$ cat src/design/gisu_pkg.sv
`default_nettype none

package gisu_pkg;

   localparam int SITE_WIDTH     = 10;
   localparam int SLOT_WIDTH     = 3;
   localparam int CMD_WIDTH      = 2;
   localparam int RANDOM_WIDTH   = 32;
   localparam int COUNT_WIDTH    = 3;
   localparam int THR_COUNT      = 8;
   localparam int THR_WIDTH      = 33;
   localparam int CSR_INDEX_WIDTH = 3;

   localparam logic [THR_WIDTH-1:0] THR_RESET = 33'h0_8000_0000;

   localparam logic [CMD_WIDTH-1:0] CMD_LOAD_NEIGHBOR = 2'd0;
   localparam logic [CMD_WIDTH-1:0] CMD_LOAD_SPIN     = 2'd1;
   localparam logic [CMD_WIDTH-1:0] CMD_UPDATE        = 2'd2;
   localparam logic [CMD_WIDTH-1:0] CMD_END_SWEEP     = 2'd3;

   typedef struct packed {
      logic [CMD_WIDTH-1:0]    command;
      logic [SITE_WIDTH-1:0]   site;
      logic [SLOT_WIDTH-1:0]   slot;
      logic [SITE_WIDTH-1:0]   load_value;
      logic [RANDOM_WIDTH-1:0] random_fraction;
   } gisu_req_type;

   typedef struct packed {
      logic [SITE_WIDTH-1:0]  updated_site;
      logic                   new_spin;
      logic [COUNT_WIDTH-1:0] up_count;
   } gisu_rsp_type;

   typedef struct packed {
      logic [COUNT_WIDTH-1:0]  up_count;
      logic [RANDOM_WIDTH-1:0] random_fraction;
   } gisu_decide_req_type;

endpackage

`default_nettype wire

$ cat src/design/gisu_decide.sv
`default_nettype none

module gisu_decide
   import gisu_pkg::*;
(
   input  wire logic                       clock,
   input  wire logic                       reset,
   input  wire logic                       csr_write_enable,
   input  wire logic [CSR_INDEX_WIDTH-1:0] csr_index,
   input  wire logic [THR_WIDTH-1:0]       csr_write_data,
   input  wire gisu_decide_req_type        decide_req,
   output logic                            new_spin
);

   logic [THR_WIDTH-1:0] thr_ff [THR_COUNT];
   logic [THR_WIDTH-1:0] thr_sel;

   always_ff @(posedge clock) begin
      if (reset) begin
         for (int k = 0; k < THR_COUNT; k++) begin
            thr_ff[k] <= THR_RESET;
         end
      end else if (csr_write_enable) begin
         thr_ff[csr_index] <= csr_write_data;
      end
   end

   assign thr_sel  = thr_ff[decide_req.up_count];
   assign new_spin = {1'b0, decide_req.random_fraction} < thr_sel;

endmodule

`default_nettype wire

$ cat config.mk
export PLATFORM = sky130hd
export DESIGN_NAME = gisu_decide
export DESIGN_NICKNAME = d
export VERILOG_FILES = /design/src/design/gisu_pkg.sv /design/src/design/gisu_decide.sv
export SDC_FILE = /design/constraint.sdc
export NUM_CORES = 1
export LEC_CHECK = 0
export ABC_AREA = 1
export BUFFER_PORTS_ARGS = -buffer_cell sky130_fd_sc_hd__buf_4
export CORE_UTILIZATION = 60
export DETAILED_ROUTE_END_ITERATION = 10
export GPL_TIMING_DRIVEN = 0
export PLACE_DENSITY = 0.79
export SLEW_MARGIN = 40
export SYNTH_ARGS = -nofsm -noshare
export SYNTH_HDL_FRONTEND = slang
export SYNTH_SLANG_ARGS = --single-unit
export TNS_END_PERCENT = 5
$ cat constraint.sdc
create_clock -name clock -period 3.33 [get_ports clock]
set_input_delay 0.333 -clock clock [delete_from_list [all_inputs] [get_ports clock]]
set_output_delay 0.333 -clock clock [all_outputs]
set_load 0.05 [all_outputs]
Word level (Yosys, flattened, before mapping)
Memories as Yosys holds them, arrays and structs flattened.
Cells that the tools add are included.
{ "classes": {"order_cmp": 1, "muxes": 8, "n_reduce_logical": 1} }
{ "op_table": {"columns": ["operator", "n"], "rows": [
  ["$lt 32x33->1", 1],
  ["$mux 33", 1],
  ["$reduce_or 33->1", 1],
  ["$mux 1", 6],
  ["$mux 3", 1]
]} }
{ "totals": {"ff_bits": 0, "ramBits": 264, "in_bits": 74, "memories": 1} }
{ "mem_list": {"columns": ["name", "words", "word_bits", "read_ports", "rd_clocked_by_memory_dff", "wr", "line_no", "source"], "rows": [
  ["thr_ff", 8, 33, 1, 0, 8, "gisu_decide.sv:15", "logic [THR_WIDTH-1:0] thr_ff [THR_COUNT];"]
]} }

Longest topological paths before layout
Gate-level depths: netlist of run 1.
{ "logic_depth": {"word_depth": 5, "depth_mapped": 16, "ltp_nobuf": 14} }

Least setup slack after synthesis of run 1
Ideal clock, no wire load.
{ "synth_timing": {"path_type": "input to output", "start": "input decide_req[33] (netlist bit)", "end": "output new_spin", "arrival_ns": 2.316, "setup_slack_ns": 0.681, "cell_stages": 16, "path_buffers": 2, "path_cell_list": "inv_1 -> buf_4 -> clkbuf_1 -> o21ai_0 -> o221ai_1 -> o21ai_1 -> ha_1 -> nand2_1 -> nor2_1 -> nand2_1 -> nor2_1 -> nand2_1 -> nand2_1 -> nor2_1 -> nand2_1 -> a21oi_2"} }
{ "synth_between": {"elab_chain_len": 2} }
{ "synth_lines": {"columns": ["item", "line_no", "source"], "rows": [
  ["from (decl)", "gisu_decide.sv:11", "input wire gisu_decide_req_type decide_req,"],
  ["$mem_v2 8x33", null, null],
  ["$lt 32x33->1", "gisu_decide.sv:29", "assign new_spin = {1'b0, decide_req.random_fraction} < thr_sel;"],
  ["to (decl)", "gisu_decide.sv:12", "output logic new_spin"]
]} }
Every way passes these cells.

Worst setup path after layout of run 1
Ends and elaborated chain as after synthesis.

==> key figures, run 1 <==
Floorplanning
  • Core area: 20170 um^2
  • Width of the die: roughly 150 um
  • Std-Cell Rows: 52
  • Initial standard-cell utilization of the core: 61.00%
  • Height of the die: approximately 150 um
  • Total die area: about 21000 um^2
  • I/O pin total: 75

Critical path
  • WP data arrival: around 2900 ps
  • Critical path cell sequence: buf_4 > clkbuf_1 > o21ai_0 > o22ai_1 > o21ai_1 > ha_1 > nand2_1 > inv_1 > nand3_1 > nor2_1 > nand2_1 > nand2_1 > nor2_1 > nand2_2 > a21oi_2 > buf_4
  • Delay contributed by the slowest stage of the critical path: 470 ps
  • Req. time, crit path: roughly 3000 ps
  • Crit Path Class: in -> out
  • Kind of launch point of the worst setup path: input pin
  • Critical path fanouts, max: 10
  • Element type at the critical path end: output port
  • Cell occurring most often along the worst timing path: nand2_1
  • Standard cell with the maximum stage delay on the critical path: clkbuf_1

STA
  • Number of endpoints with negative hold slack in the final report: 0
  • Max Clock Freq: 310.3 MHz
  • Final min period: 3223 ps
  • Slew at the pin with the worst max-slew slack: 761.2 ps
  • Unrepaired setup endpoints after global routing: no
  • Total negative setup slack: 0 ps
  • Pins over their slew limit: 0
  • Headroom to the max-slew limit: 49.26%
  • Final setup violation count: 0
  • Final worst path period share: between 90% and 100%

Global route
  • Global Route Usage Sum: between 30 and 40%
  • Vias in the first global route: 9359
  • Maximum number of pins on one net before global-route repair: 34
  • First-pass GRT wire length: 53.48 mm
  • Antenna violations before repair: 0
  • Grt ovf: 0

Routing
  • Final ANT Viol Nets: 0
  • Total via count in the routed design: roughly 9700
  • Via/cell ratio: ~6.2
  • First-iteration detailed-routing DRC count: 1310
  • Routed length per instance: about 23 um
  • Pre-Repair DR Iteration Count: 9
  • Post-detailed-route DRC marker count: 0
  • Post-Route WL: 36.23 mm

Clock network
  • Num CTS Buffers: 26
  • CTS tree: done
  • Count of hold-fix buffers inserted at cts: 0
  • CTS sink count: about 260
  • Maximum clock path buffer count: 3
  • Clock input transition at the sequential cells of the worst setup and hold paths: 60 ps
  • Cell chosen for the clock root: clkbuf_16
  • Deepest level of the CTS H-tree: 1
  • Setup Buffers After CTS: 0

Power and ir drop
  • Power Total: about 7.4 mW
  • Pwr dens: 528.1 nW/um^2
  • Leakage power summed over all cells: ~5.5 nW
  • Worst voltage drop across the vdd grid: slightly below 0.0004 V

Synth
  • Post-synthesis cell count: 1172
  • Top-area cell type share of the netlist area: 64.44%
  • Sequential area share after synthesis: between 60% and 70%
  • Mean area per synthesized cell: 10.50 um^2
  • Yosys synthesis warning count: 0
  • Yosys top cell by area: edfxtp_1
  • Yosys cell types: 23
  • Synthesized net count: ~1300
  • Synth top area cells: edfxtp_1, nor2_1, o21ai_0, ha_1, nand2_1
  • Synthesized cell area: roughly 12000 um^2
  • Post-synthesis register bit count: 264

Finish
  • Largest register FFs: 264
  • Ratio of cells with drive above 1 in the final layout: between 10 and 15%
  • Most frequent standard cell in the layout excluding fill and tap cells: nor2_1
  • Final core utilization: between 60% and 70%
  • Largest register by flop count: thr_ff
  • Layout Area Growth over Synthesis: 14.61%
  • Fillcell total: between 1000 and 1500
  • Largest registers in the final layout: thr_ff: 264 flops
  • Highest-count cells in the layout ignoring fill and taps: nor2_1, edfxtp_1, o21ai_0
  • Total number of nets in the final design: about 1400

Worst hold path
  • Worst min-delay path category: in -> reg

Place
  • Weighted congestion reported at the end of routability-driven placement: between 0.9 and 1
  • DP Wirelength: ~22 mm
  • Number of buffers added on ports: 73

Run
  • Max-cap viol count: 0

Outcome
  • Status: completed
## final timing paths
kind | depth (start not counted) | start | endpoint
max | 16 | decide_req[33] | new_spin
min | 3 | csr_write_data[31] | thr_ff[3][31]
## logic make-up after synthesis
family	count (synthesis)	share of synthesized area, %
fa+ha+maj	31	3.153
compound gates	235	10.94
buf+inv	142	6.031
simple gates	500	15.44
flops	264	64.44
## power breakdown
part           internal (mW)  switching, mW
Combinational          0.265          0.559
Clock                   1.47           1.23
Sequential              3.86         0.0546
## layout make-up
cell class	count	area, um^2	area share, %
buffer	73	529.3	3.753
clock buffer	35	705.7	5.004
multi-input combinational	766	3701	26.25
inverter	69	259.0	1.837
sequential	264	7928	56.22
clock inverter	8	42.54	0.3017
antenna	1	2.502	0.01775
tap	270	337.8	2.396
timing repair buffer	75	595.6	4.224
## critical path, delay by kind of cell
kind,cells,cell delay [ps]
compound gates,4,690
simple gates,7,690
fa+ha+maj,1,320
buf+inv,4,830
## through the flow
stage	worst slack, ps	area (um^2)	hold WS, ps	instances
CTS	0.3497	14050	157.4	1560
global placement	-109.8	13190	708.6	1515
global route	5.047	14100	200.0	1560
finish	107.0	14100	181.8	1561
floorplan	681.3	12300	582.2	1172
detailed placement	-218.2	13300	707.7	1517
## routing by layer
metal	GRT usage, %	vias up	share of wire (%)	routed length, um
li1	-	4257	-	-
met1	44.86	4497	35	12670
met2	55.58	791	47	16940
met3	6.478	161	13	4851
met4	17.16	0	4.9	1771
met5	0	-	0	0
## what timing repair did
action / in CTS / in global routing
endpoints found under the setup margin: 1 / 1
pin swaps: 0 / 0
resized for setup: 6 / 44
cloned: 0 / 0
## synth_stat cells
cell / instances
a21o_1: 2
a21oi_1: 9
a21oi_2: 2
buf_2: 8
buf_4: 29
buf_6: 12
clkbuf_1: 24
clkinv_1: 1
edfxtp_1: 264
ha_1: 31
inv_1: 67
inv_2: 1
nand2_1: 74
nand2_2: 1
nand3_1: 12
nor2_1: 410
nor2_2: 1
nor3_1: 2
o21ai_0: 121
o21ai_1: 38
o21bai_1: 1
o221ai_1: 31
o22ai_1: 31
Note: power is estimated with default switching activity, not from simulation.
==> inputs of run 2 (changes only) <==
- CTS_BUF_LIST: default -> sky130_fd_sc_hd__clkbuf_4
==> key figures, run 2 (same netlist as run 1, synthesis figures left out) <==
Routing
  • First-iteration detailed-routing DRC count: 1323 (+0.99%)
  • Routed length per instance: 22.28 um (-4.0%)
  • Routed length on met1: 12.60 mm (-0.54%)
  • Pre-Repair DR Iteration Count: 6 (-3)
  • Total length of routed met3 wires: 5.224 mm (+7.7%)
  • Post-Route WL: 36.23 mm (about the same)
  • WL met2: 16.88 mm (-0.35%)
  • Highest metal layer used by the detailed router: met4
  • Via/cell ratio: 6.118 (-1.6%)
  • Final ANT Viol Nets: 0 (unchanged)
  • Post-detailed-route DRC marker count: 0 (unchanged)
  • Total via count in the routed design: 9948 (+2.5%)

STA
  • Final min period: 3211 ps (-11.84 ps)
  • Slew at the pin with the worst max-slew slack: 762.1 ps (+0.9174 ps)
  • Headroom to the max-slew limit: 49.19% (-0.061 points)
  • Max Clock Freq: 311.4 MHz (+0.37%)
  • Final setup violation count: 0 (unchanged)
  • Number of endpoints with negative hold slack in the final report: 0 (unchanged)
  • Pins over their slew limit: 0 (unchanged)
  • Final worst path period share: 96.43% (-0.36 points)

Clock network
  • CTS tree: done
  • Num CTS Buffers: 68 (+160%)
  • Deepest level of the CTS H-tree: 3 (+2)
  • Clock input transition at the sequential cells of the worst setup and hold paths: 70 ps (about the same)
  • CTS sink count: 264 (unchanged)
  • Setup Buffers After CTS: 0 (unchanged)
  • Cell chosen for the clock root: clkbuf_4
  • Maximum clock path buffer count: 3 (unchanged)

Global route
  • First-pass GRT wire length: 53.88 mm (+0.76%)
  • Grt ovf: 0 (unchanged)
  • Maximum number of pins on one net before global-route repair: 34 (unchanged)
  • Global Route Usage Sum: 34.93% (+0.53 points)
  • Vias in the first global route: 9705 (+3.7%)
  • Antenna violations before repair: 2 (+2)

Critical path
  • Delay contributed by the slowest stage of the critical path: 320 ps (-150 ps)
  • Crit Path Class: in -> out
  • Req. time, crit path: 3000 ps (about the same)
  • Cell occurring most often along the worst timing path: nand2_1
  • Critical path cell sequence: buf_4 > inv_1 > buf_4 > buf_2 > o21ai_0 > o22ai_1 > o21ai_1 > ha_1 > nand2_1 > inv_1 > nand2_1 > nand2_1 > nand3_1 > nand2_1 > nor2_1 > nand2_2 > a21oi_2 > buf_6
  • Standard cell with the maximum stage delay on the critical path: ha_1
  • Critical path fanouts, max: 10 (unchanged)
  • Kind of launch point of the worst setup path: input pin
  • Element type at the critical path end: output port
  • WP data arrival: 2880 ps (about the same)

Finish
  • Most frequent standard cell in the layout excluding fill and tap cells: nor2_1
  • Largest register by flop count: thr_ff
  • Largest registers in the final layout: thr_ff: 264 flops
  • Fillcell total: 1496 (+1.0%)
  • Layout Area Growth over Synthesis: 15.22%
  • Ratio of cells with drive above 1 in the final layout: 19.20% (+4.2 points)
  • Layout Cells excl Fill: 1626 (+4.2%)
  • Total non-filler cell area in the finished layout: 14180 um^2 (+0.53%)
  • Total number of nets in the final design: 1422 (+3.0%)
  • Largest register FFs: 264 (unchanged)
  • Highest-count cells in the layout ignoring fill and taps: nor2_1, edfxtp_1, o21ai_0

Floorplanning
  • I/O pin total: 75 (unchanged)
  • Total die area: 21080 um^2 (unchanged)
  • Width of the die: 145.2 um (unchanged)
  • Core area: 20170 um^2 (unchanged)
  • Initial standard-cell utilization of the core: 61.00% (unchanged)
  • Height of the die: 145.2 um (unchanged)
  • Std-Cell Rows: 52 (unchanged)

Power and ir drop
  • Pwr dens: 529.2 nW/um^2 (+0.22%)
  • Leakage power summed over all cells: 5.626 nW (+2.2%)
  • Worst voltage drop across the vdd grid: 0.0002948 V (-25%)

Place
  • DP Wirelength: 22.48 mm (unchanged)
  • Placed cells: 1517 (unchanged)
  • Dpl cell area: 13300 um^2 (unchanged)
  • Number of buffers added on ports: 73 (unchanged)
  • Weighted congestion reported at the end of routability-driven placement: 0.9216 (unchanged)

Outcome
  • Status: completed

Worst hold path
  • Worst min-delay path category: in -> reg
  • Worst hold path depth: 3 (unchanged)

Run
  • Max-cap viol count: 0 (unchanged)
## run 2: cell count changes in the layout (fill, tap and decap cells not counted), moves of 2 or more
cell       previous run  this run
clkbuf_4              5       101
clkinv_1              1         8
inv_2                 1         3
clkbuf_1             14         7
clkinv_2              7         0
buf_4               104       102
clkbuf_16            27         0
o21ai_2               0         2
bufinv_16             0         2
buf_2                 5         7
## run 2: cell type report
type	count	area [um^2]	share of cell area (%)
diodes	2	5.005	0.03530
plain buffers	73	519.2	3.663
clock buffers	96	720.7	5.084
clock inverters	11	93.84	0.6620
inverters	69	259.0	1.827
multi-input cells	766	3714	26.20
flip-flops and latches	264	7928	55.92
well taps	270	337.8	2.383
repair buffers	75	599.3	4.228
## run 2: worst paths after layout
path	from	end	slack, ps
min	csr_write_data[31]	thr_ff[7][31]	10
max	decide_req[33]	new_spin	120
## run 2: per-layer routing
layer | GRT usage, % | vias to the layer above
li1 | - | 4375
met1 | 44.01 | 4599
met2 | 54.69 | 837
met3 | 10.19 | 137
met4 | 18.89 | 0
met5 | 0 | -
## run 2: what timing repair did
action | in CTS | in global routing
pin swaps | 0 | 1
resized for setup | 7 | 40
hold buffers | 0 | 0
setup endpoints to repair | 1 | 1
## run 2: power by group
group | switching (mW) | total [mW] | internal (mW)
sequential | 0.0540 | 3.92 | 3.86
clock | 1.30 | 2.76 | 1.46
combinational | 0.559 | 0.825 | 0.266
total | 1.91 | 7.50 | 5.59
## run 2: worst max-delay path, delay by kind of cell
kind | cells | cell delay, ps
fa+ha+maj | 1 | 320
simple gates | 7 | 650
buf+inv | 6 | 980
compound gates | 4 | 590
## run 2: metrics by stage
step	TNS, ps	total power [mW]	util, %	setup slack, ps	hold WS, ps
global route	-8.854	7.730	70.29	-8.854	22.47
CTS	0	7.439	70.01	46.10	20.50
detailed placement	-218.2	4.770	65.92	-218.2	707.7
finish	0	7.502	70.29	118.9	11.91
global placement	-361.0	4.730	65.39	-109.8	708.6
floorplan	0	4.435	-	681.3	582.2
